<file path="src/sliding_window_maximum_core_macros.svh">
// Assertion macros for the sliding window maximum core.
// No dependencies; included by files that carry concurrent assertions.
`ifndef SLIDING_WINDOW_MAXIMUM_CORE_MACROS_SVH
`define SLIDING_WINDOW_MAXIMUM_CORE_MACROS_SVH
`ifndef NO_ASSERTIONS
// Checked property, masked while reset is asserted
`define SWM_ASSERT(lbl, clk, rst_n, prop, msg) \
    lbl: assert property (@(posedge clk) disable iff (!rst_n) prop) \
        else $error(msg);
// Checked property, also evaluated during reset
`define SWM_ASSERT_ALWAYS(lbl, clk, prop, msg) \
    lbl: assert property (@(posedge clk) prop) else $error(msg);
`else
`define SWM_ASSERT(lbl, clk, rst_n, prop, msg)
`define SWM_ASSERT_ALWAYS(lbl, clk, prop, msg)
`endif
`endif

</file>
<file path="src/swm_pkg.sv">
// Shared types and constants of the sliding window maximum core.
// No dependencies; used by the cell and the top level.
`timescale 1ns / 1ps

package swm_pkg;

    // Configuration register layout
    localparam int          WIN_W       = 7;
    localparam logic [6:0]  WIN_RESET   = 7'd3;
    localparam int          APB_DW      = 32;
    localparam int          APB_AW      = 3;
    // Word index of the window size register
    localparam logic        CFG_WINDOW  = 1'b0;

    // Sequencer states
    typedef enum logic [1:0] {
        ST_IDLE  = 2'b01,
        ST_PURGE = 2'b10
    } t_state;

    // Broadcast control for the cell row
    typedef struct packed {
        logic accept;   // a request is taken this cycle
        logic start;    // request opens a new stream
        logic shift;    // front entry expires: row moves one place toward the head
        logic purge;    // plain one-place shift, drops an expired front entry
    } t_cell_ctrl;

endpackage

</file>
<file path="src/swm_cell.sv">
// One entry of the monotonic queue: value, age and valid bit.
// Depends on swm_pkg (t_cell_ctrl); neighbors are wired by the top level.
`timescale 1ns / 1ps

module swm_cell #(
    parameter int SAMPLE_WIDTH = 32,
    parameter int AGE_WIDTH    = 7
) (
    input  logic                           i_clk,
    input  logic                           i_rst_n,
    input  swm_pkg::t_cell_ctrl            i_ctrl,
    input  logic                           i_head,
    input  logic signed [SAMPLE_WIDTH-1:0] i_sample,
    input  logic                           i_prv_keep,
    input  logic                           i_nxt_keep,
    input  logic signed [SAMPLE_WIDTH-1:0] i_nxt_value,
    input  logic        [AGE_WIDTH-1:0]    i_nxt_age,
    input  logic                           i_nxt_valid,
    output logic                           o_keep,
    output logic signed [SAMPLE_WIDTH-1:0] o_value,
    output logic        [AGE_WIDTH-1:0]    o_age,
    output logic                           o_valid
);

    logic signed [SAMPLE_WIDTH-1:0] r_value, n_value;
    logic        [AGE_WIDTH-1:0]    r_age, n_age;
    logic                           r_valid, n_valid;
    logic                           w_keep;
    logic                           w_src_keep;
    logic                           w_src_prev;
    logic signed [SAMPLE_WIDTH-1:0] w_src_value;
    logic        [AGE_WIDTH-1:0]    w_src_age;

    // Entry survives the new sample unless it is smaller or the stream restarts
    assign w_keep = r_valid & ~i_ctrl.start & (r_value >= i_sample);

    // Source of the new content: this cell, or the neighbor behind it on a shift
    assign w_src_keep  = i_ctrl.shift ? i_nxt_keep  : w_keep;
    assign w_src_value = i_ctrl.shift ? i_nxt_value : r_value;
    assign w_src_age   = i_ctrl.shift ? i_nxt_age   : r_age;
    // Sample lands right after the last survivor, or at the head
    assign w_src_prev  = i_head | (i_ctrl.shift ? w_keep : i_prv_keep);

    always_comb begin
        n_value = r_value;
        n_age   = r_age;
        n_valid = r_valid;
        if (i_ctrl.purge) begin
            n_value = i_nxt_value;
            n_age   = i_nxt_age;
            n_valid = i_nxt_valid;
        end else if (i_ctrl.accept) begin
            if (w_src_keep) begin
                n_value = w_src_value;
                n_age   = w_src_age + AGE_WIDTH'(1);
                n_valid = 1'b1;
            end else if (w_src_prev) begin
                n_value = i_sample;
                n_age   = '0;
                n_valid = 1'b1;
            end else begin
                n_valid = 1'b0;
            end
        end
    end

    // Valid bit is control state; value and age are payload
    always_ff @(posedge i_clk) begin
        if (!i_rst_n) begin
            r_valid <= 1'b0;
        end else begin
            r_valid <= n_valid;
        end
    end

    always_ff @(posedge i_clk) begin
        r_value <= n_value;
        r_age   <= n_age;
    end

    assign o_keep  = w_keep;
    assign o_value = r_value;
    assign o_age   = r_age;
    assign o_valid = r_valid;

endmodule

</file>
<file path="config.mk">
export PLATFORM = sky130hd
export DESIGN_NAME = swm_cell
export DESIGN_NICKNAME = d
export VERILOG_FILES = /design/src/sliding_window_maximum_core_macros.svh /design/src/swm_pkg.sv /design/src/swm_cell.sv
export SDC_FILE = /design/constraint.sdc
export NUM_CORES = 1
export LEC_CHECK = 0
export BUFFER_PORTS_ARGS = -buffer_cell sky130_fd_sc_hd__buf_2
export CORE_ASPECT_RATIO = 1.5
export CORE_MARGIN = 3
export CORE_UTILIZATION = 45
export CTS_CLUSTER_DIAMETER = 30
export DETAILED_ROUTE_END_ITERATION = 6
export PLACE_DENSITY = 0.85
export SLEW_MARGIN = 25
export SYNTH_ARGS = -nofsm -noshare
export SYNTH_HDL_FRONTEND = slang
export SYNTH_SLANG_ARGS = --single-unit
</file>
<file path="constraint.sdc">
create_clock -name i_clk -period 3.8 [get_ports i_clk]
set_input_delay 0.76 -clock i_clk [delete_from_list [all_inputs] [get_ports i_clk]]
set_output_delay 0.76 -clock i_clk [all_outputs]
set_load 0.01 [all_outputs]
</file>
Yosys cells after proc, flatten, opt, wreduce, memory -nomap -nowiden
Index checks and enable logic that the tools add are counted.

Equality and inequality tests: 1. Add/sub/neg operators: 1. Reduce and logical (&&, ||, !) cells: 4. Bitwise logic cells: 4. $mul: 0. Multiplexer cells: 16. Shift-type cells: 0. Div/mod/pow operators: 0. Order comparisons: 1.

Operators with widths (number): $mux W32 (5); $mux W7 (5); $ge A32 B32 Y1 (1); $add A7 B1 Y7 const B (1); $mux W1 (6); $ne A3 B3 Y1 const B (1); $reduce_and A3 Y1 (1); $reduce_bool A3 Y1 (1); $and A1 B1 Y1 (2); $reduce_and A2 Y1 (1); $reduce_bool A2 Y1 (1); $not A1 Y1 (1); $or A1 B1 Y1 (1).

Output and inout port bits: 41. Bits in registers: 40. Bits in read-only memories: 0. Latch bits: 0. Memory bits (writable): 0. Input port bits: 81. Memories kept: 0.

Longest topological paths before layout
Gate-level depths: netlist of the first run.

Depth after elaboration: 9. Mapped depth: 10. Mapped depth without buffers: 10.

Least setup slack after synthesis of the first run
Ideal clock, no wire load.

Path kind: input -> register. Start point: in i_sample[0]. End point: reg r_value[0], in the netlist o_value[0] (enable). Stages: 9. Library setup time: 0.377 ns. Setup slack: 0.297 ns. Arrival time: 3.126 ns. Cell sequence: ha_1 -> nand2b_1 -> a2111oi_0 -> nor4_1 -> o31ai_1 -> a2bb2oi_2 -> clkinv_1 -> o21bai_1 -> a31o_2.

Longest elaborated chain between the ends: 6. Elaborated cells on any way between the ends: 8. Those cells by class: order compare: 1; eq/ne: 1; mux: 2; bitwise: 2; reduce/logical: 2.

Ends and longest elaborated chain: from (decl) (line swm_cell.sv:13) `input logic signed [SAMPLE_WIDTH-1:0] i_sample,`; $ge A32 B32 Y1 * (line swm_cell.sv:35) `assign w_keep = r_valid & ~i_ctrl.start & (r_value >= i_sample);`; $and A1 B1 Y1 * (line swm_cell.sv:35); via o_keep (line swm_cell.sv:19) `output logic o_keep,`; $mux W1 (line swm_cell.sv:42) `assign w_src_prev = i_head | (i_ctrl.shift ? w_keep : i_prv_keep);`; $or A1 B1 Y1 (line swm_cell.sv:42); $reduce_bool A3 Y1 (no line); $reduce_and A3 Y1 (no line) *; to (signal assigned) (line swm_cell.sv:77) `r_value <= n_value;`; to (decl) (line swm_cell.sv:25) `logic signed [SAMPLE_WIDTH-1:0] r_value, n_value;`.

The timed path passes the listed nets; every way through them passes the cells marked *. A chain may end at the register's enable or synchronous reset.

Worst setup path after layout of the first run
Start point: in i_sample[14]. End point: out o_keep.

Longest elaborated chain between the ends: 2.

Ends and longest elaborated chain (line): $ge A32 B32 Y1 (swm_cell.sv:35); $and A1 B1 Y1 (swm_cell.sv:35); to (decl) (swm_cell.sv:19).

Every way passes these cells.

==> impl_metrics.py, run 1 <==
metrics = {
    "power": {
        "power_density_nw_per_um2": 325,
        "vdd_ir_drop_max_uv": 196,
        "power.leakage_nw": 1.75,
    },
    "cts": {
        "cts-root-buf": "clkbuf_8",
        "cts_tree": "done",
        "clkSinkCount": 40,
        "insertion_delay_ns": 0.29,
        "cts_inserted_buffers": 5,
        "htreeDepth": 2,
        "clk_path_buf_depth": 2,
        "cts.reportedPaths.clkPinSlew_ns": 0.07,
        "cts_hold_buf": 0,
    },
    "timing": {
        "finalHoldViolCount": 0,
        "tightest_slew_ns": 0.644,
        "slew_viol_final": 0,
        "fin_crit_ns": 3.51,
        "rsz0062_at_grt": "false",
        "clock_skew_ns": 0.00361,
        "tns_ns": 0,
        "final-setup-viol-count": 0,
        "fmax_mhz": 285,
        "fin_crit_sh": 0.925,
        "slew_headroom": 0.569,
    },
    "logic_synthesis": {
        "yosys.area.top_type": "edfxtp_1",
        "synth_fp_nets": 378,
        "syn_inst": 264,
        "synth-main-ff-cell": "edfxtp_1",
        "yosys_register_bits": 40,
        "ys_top_cells_by_count": "39 x edfxtp_1, 34 x mux2_2, 33 x ha_1, 33 x inv_1",
        "yosysWarnings": 0,
        "async_reset_ff_frac": 0,
        "yosys.cell_count.top_type": "edfxtp_1",
        "yosysUniqueCellTypes": 43,
        "synthTopCellsByArea": "edfxtp_1 41%, ha_1 14%, mux2_2 13%",
        "syn_area_um2": 2860,
        "synth-edff-count": 39,
        "synth_top_area_share": 0.410,
        "yosysSeqAreaShare": 0.417,
        "syn_area_per_cell_um2": 10.8,
    },
    "global_routing": {
        "grt-ovfl-total": 0,
        "grt_usage": 0.190,
        "grt_max_degree": 33,
        "grt_first_pass_wirelength_um": 11400,
        "grt_pass1_vias": 2542,
        "antenna_found_initial": 0,
    },
    "place": {
        "place_congestion": 0.869,
        "dp_hpwl_um": 5720,
        "portBuffers": 121,
        "placed_cell_area_um2": 3550,
    },
    "floorplanning": {
        "die_h_um": 104,
        "core-area_um2": 6000,
        "die_area_um2": 7370,
        "initial_core_util": 0.477,
        "boundaryPins": 122,
        "die_w_um": 71.1,
        "fp-row-count": 34,
    },
    "final_layout": {
        "final_area_um2": 3630,
        "synthToLayoutAreaGrowth_pct": 27.1,
        "nFillCells": 504,
        "final_layout_size_suffix_gt1_frac": 0.437,
        "nNetsFinal": 502,
        "antenna_cells": 0,
    },
    "critical_path": {
        "cp_cell_sequence": "buf_2, inv_1, ha_1, nand4_1, or4_1, nor4_1, o31ai_1, a2bb2oi_2, inv_2, buf_2",
        "cp_slowest_stage_delay_ns": 0.55,
        "critPathMaxFanout": 8,
        "worstPathRequired_ns": 3.04,
        "cpMostUsedCell": "buf_2",
        "end_kind": "output pin",
        "critical_path_class": "in -> out",
        "critPathSlowestCell": "or4_1",
        "cp.arrival_ns": 2.75,
        "start_kind": "input port",
    },
    "run_status": {
        "status": "completed",
    },
    "detailed_routing": {
        "drcViolationCount": 0,
        "vias_per_cell": 5.38,
        "drt-pass1-iter-count": 5,
        "routedWlPerCell_um": 15.1,
        "wl_um": 6940,
        "via_count": 2481,
        "first_iter_violations": 96,
        "postRouteAntennaNets": 0,
    },
    "worst_hold_path": {
        "holdCritPathClass": "in -> reg",
    },
    "job": {
        "drv_cap": 0,
    },
}
## power breakdown
group | internal [W] | switching, W | total (W)
Combinational | 0.000165 | 0.000172 | 0.000337
Sequential | 0.000542 | 0.0000285 | 0.000571
Clock | 0.000131 | 0.000142 | 0.000272
## worst max-delay path: cells and delay by family
kind | cells | cell delay [ns]
buffers and inverters | 4 | 0.43
adders and majority gates | 1 | 0.30
AOI/OAI and AO/OA | 2 | 0.34
and+or+nand+nor | 3 | 0.91
## registers in the layout, summed over array words and instances, names as in the netlist
register  flops
o_valid       1
o_value      32
o_age         7
## per-stage QoR
stage | utilization | power [W] | setup slack, ns | std cells | hold WS (ns)
3_5_place_dp | 0.592 | 0.000920 | 0.138 | 453 | 0.658
4_1_cts | 0.606 | 0.00120 | 0.136 | 461 | 0.678
2_1_floorplan | - | 0.000777 | 0.297 | 264 | 0.647
3_3_place_gp | 0.592 | 0.000904 | 0.198 | 453 | 0.634
5_1_grt | 0.606 | 0.00126 | 0.110 | 461 | 0.704
6_report | 0.606 | 0.00118 | 0.286 | 461 | 0.714
## cells in the final DEF, fill, tap and decap left out, types with 6 or more instances in the layout
| master | n |
|---|---|
| mux2_2 | 34 |
| nand2_1 | 14 |
| inv_1 | 33 |
| buf_2 | 121 |
| nand3_1 | 6 |
| edfxtp_1 | 39 |
| o21ai_0 | 10 |
| nor2_1 | 14 |
| a21oi_1 | 14 |
| ha_1 | 33 |
| nand4_1 | 7 |
## per-layer routing
layer / track usage / share of wire / vias up / wire, um
met1: 0.206 / 0.35 / 1152 / 2460
met3: 0.0368 / 0.071 / 9 / 492
met2: 0.360 / 0.56 / 94 / 3890
li1: - / - / 1226 / -
met5: 0 / 0 / - / 0
met4: 0.0591 / 0.015 / 0 / 104
## cell type report
class,instances,area [um^2],area share
Timing Repair Buffer,124,653,0.180
Tap cell,72,90.1,0.0248
Multi-Input combinational cell,183,1490,0.410
Inverter,34,128,0.0351
Clock buffer,8,80.1,0.0220
Sequential cell,40,1190,0.328
## kinds of logic after synthesis
group                      synth area share
DFF                                   0.417
xor gates and xnor gates            0.00613
buffers and inverters                0.0617
AOI/OAI and AO/OA                     0.115
muxes                                 0.141
and+or+nand+nor                       0.115
adders and majority gates             0.144
## repair_timing
action / in CTS / in global routing
gates resized for setup: 0 / 1
hold endpoints to repair: 0 / 0
buffers inserted: 0 / 0
setup endpoints to repair: 0 / 1
## path summary, 6_finish.rpt
| path | slack [ns] | end | startpoint | depth (start not counted) |
|---|---|---|---|---|
| max reg2reg | 0.70 | o_age[1] | o_value[14] | 9 |
| min reg2reg | 0.72 | o_age[2] | o_age[2] | 2 |
| max | 0.29 | o_keep | i_sample[14] | 10 |
| min | 0.71 | o_valid | i_ctrl[3] | 2 |
Power figures use the tool's default switching activity.
==> run 2, diff against run 1 <==
- REMOVE_ABC_BUFFERS: not set -> 1
- clock period: 3.8 -> 3.5 ns (I/O delays scaled with it)
==> run 2 against run 1 <==
- via count grew 1.4%
- sequential share of layout area decreased by 0.71 points
- clock power is 39% higher
- first-iteration DRC count rose by 53%
- clock skew rose by 0.0023 ns
- critical path depth unchanged
==> impl_metrics.py, run 2 (synthesized netlist as in run 1, its figures left out) <==
metrics = {
    "run_status": {
        "status": "completed",
    },
    "place": {
        "portBuffers": 121,
        "place_congestion": 0.915,
        "dp_hpwl_um": 5880,
        "placed_cells": 456,
    },
    "final_layout": {
        "utilization": 0.619,
        "multi_input_area_um2": 1510,
        "synthToLayoutAreaGrowth_pct": 29.9,
        "antenna_cells": 0,
        "nFillCells": 499,
        "layout_commonest_cell": "buf_2",
        "regArea_um2": 1190,
        "final_cell_mix": "121 x buf_2, 39 x edfxtp_1, 34 x mux2_2, 33 x inv_1, 33 x ha_1",
        "instances_no_fill": 464,
        "final_layout_size_suffix_gt1_frac": 0.454,
        "largest_reg_flops": 32,
        "nNetsFinal": 505,
    },
    "timing": {
        "fin_crit_ns": 3.38,
        "clock_skew_ns": 0.00592,
        "fin_crit_sh": 0.964,
        "rsz0062_at_grt": "false",
        "slew_viol_final": 0,
        "fmax_mhz": 296,
        "tightest_slew_ns": 0.446,
        "slew_headroom": 0.699,
        "finalHoldViolCount": 0,
        "final-setup-viol-count": 0,
    },
    "cts": {
        "cts_hold_buf": 0,
        "cts-root-buf": "clkbuf_8",
        "cts_inserted_buffers": 5,
        "insertion_delay_ns": 0.29,
        "cts_tree": "done",
        "clk_path_buf_depth": 2,
        "htreeDepth": 2,
        "cts.reportedPaths.clkPinSlew_ns": 0.08,
        "clkSinkCount": 40,
    },
    "power": {
        "vdd_ir_drop_max_uv": 259,
        "power.leakage_nw": 1.78,
        "power_density_nw_per_um2": 371,
    },
    "critical_path": {
        "cp_cell_sequence": "buf_2, inv_1, ha_1, nand4_1, or4_1, nor4_2, o31ai_2, a2bb2oi_2, inv_2, buf_2",
        "start_kind": "input port",
        "worstPathRequired_ns": 2.80,
        "critPathSlowestCell": "or4_1",
        "rrSetupSlack_ns": 0.46,
        "critical_path_class": "in -> out",
        "path_delay_family": "simple AND/OR/NAND/NOR gates",
        "cpMostUsedCell": "buf_2",
        "rr_worst_depth": 9,
        "cp.depth": 10,
        "cp_slowest_stage_delay_ns": 0.59,
        "critPathMaxFanout": 4,
        "cp.arrival_ns": 2.68,
        "worst-path-buf-inv": 4,
        "end_kind": "output pin",
    },
    "detailed_routing": {
        "via_count": 2516,
        "first_iter_violations": 147,
        "routedWlPerCell_um": 15.6,
        "wl_um": 7240,
        "vias_per_cell": 5.42,
        "drcViolationCount": 0,
        "drt-pass1-iter-count": 4,
        "postRouteAntennaNets": 0,
    },
    "global_routing": {
        "grt_first_pass_wirelength_um": 12000,
        "grt-ovfl-total": 0,
        "grt_max_degree": 26,
        "antenna_found_initial": 0,
        "grt_pass1_vias": 2660,
        "grt_usage": 0.202,
    },
    "floorplanning": {
        "boundaryPins": 122,
        "die_h_um": 104,
        "die_area_um2": 7370,
        "core-area_um2": 6000,
        "fp-row-count": 34,
        "initial_core_util": 0.477,
        "die_w_um": 71.1,
    },
    "job": {
        "drv_cap": 0,
    },
    "worst_hold_path": {
        "whs_path_depth": 2,
        "holdCritPathClass": "in -> reg",
    },
}
==> run 2: per-layer routing <==
layer,track usage,vias up,part of all wire
met3,0.0543,12,0.083
met1,0.217,1157,0.36
li1,-,1229,-
met4,0.0726,0,0.020
met2,0.369,118,0.53
met5,0,-,0
==> run 2: what timing repair did <==
action	4_1_cts	5_1_grt
setup endpoints to repair	0	1
gates resized for setup	0	5
buffers inserted	0	0
==> run 2: power by group <==
part / total, W / internal, W / switching (W) / leakage, nW
sequential: 0.000618 / 0.000588 / 0.0000296 / 0.404
clock: 0.000377 / 0.000212 / 0.000165 / 0.0552
combinational: 0.000382 / 0.000187 / 0.000196 / 1.32
total: 0.00138 / 0.000987 / 0.000391 / 1.78
==> run 2: layout make-up <==
class / count / share of cell area
Sequential cell: 40 / 0.321
Clock buffer: 6 / 0.0195
Timing Repair Buffer: 127 / 0.185
Inverter: 34 / 0.0344
Tap cell: 72 / 0.0243
Multi-Input combinational cell: 183 / 0.406
Clock inverter: 2 / 0.00943
==> run 2: final timing paths <==
| path | to | from |
|---|---|---|
| max reg2reg | o_value[21] | o_value[14] |
| min reg2reg | o_valid | o_valid |
| min | o_valid | i_ctrl[3] |
| max | o_keep | i_sample[14] |
==> run 2: worst register-to-register path: stages (launching register included) <==
cell,delay [ns]
edfxtp_1,0.40
ha_1,0.34
nand4_1,0.16
or4_1,0.59
nor4_2,0.25
o31ai_2,0.11
a2bb2oi_2,0.18
o21ai_4,0.17
buf_4,0.22
mux2_2,0.36
==> run 2: metrics by stage <==
step / total power (W) / area, um^2 / setup TNS (ns) / worst slack [ns] / hold slack, ns
after CTS: 0.00139 / 3700 / 0 / 0.0259 / 0.631
final: 0.00138 / 3710 / 0 / 0.125 / 0.644
after detailed placement: 0.00101 / 3590 / -0.000974 / -0.000974 / 0.655
after global placement: 0.000989 / 3590 / 0 / 0.0124 / 0.622
after floorplan: 0.000833 / 2810 / 0 / 0.0570 / 0.647
after global routing: 0.00147 / 3710 / 0 / 0.00995 / 0.660
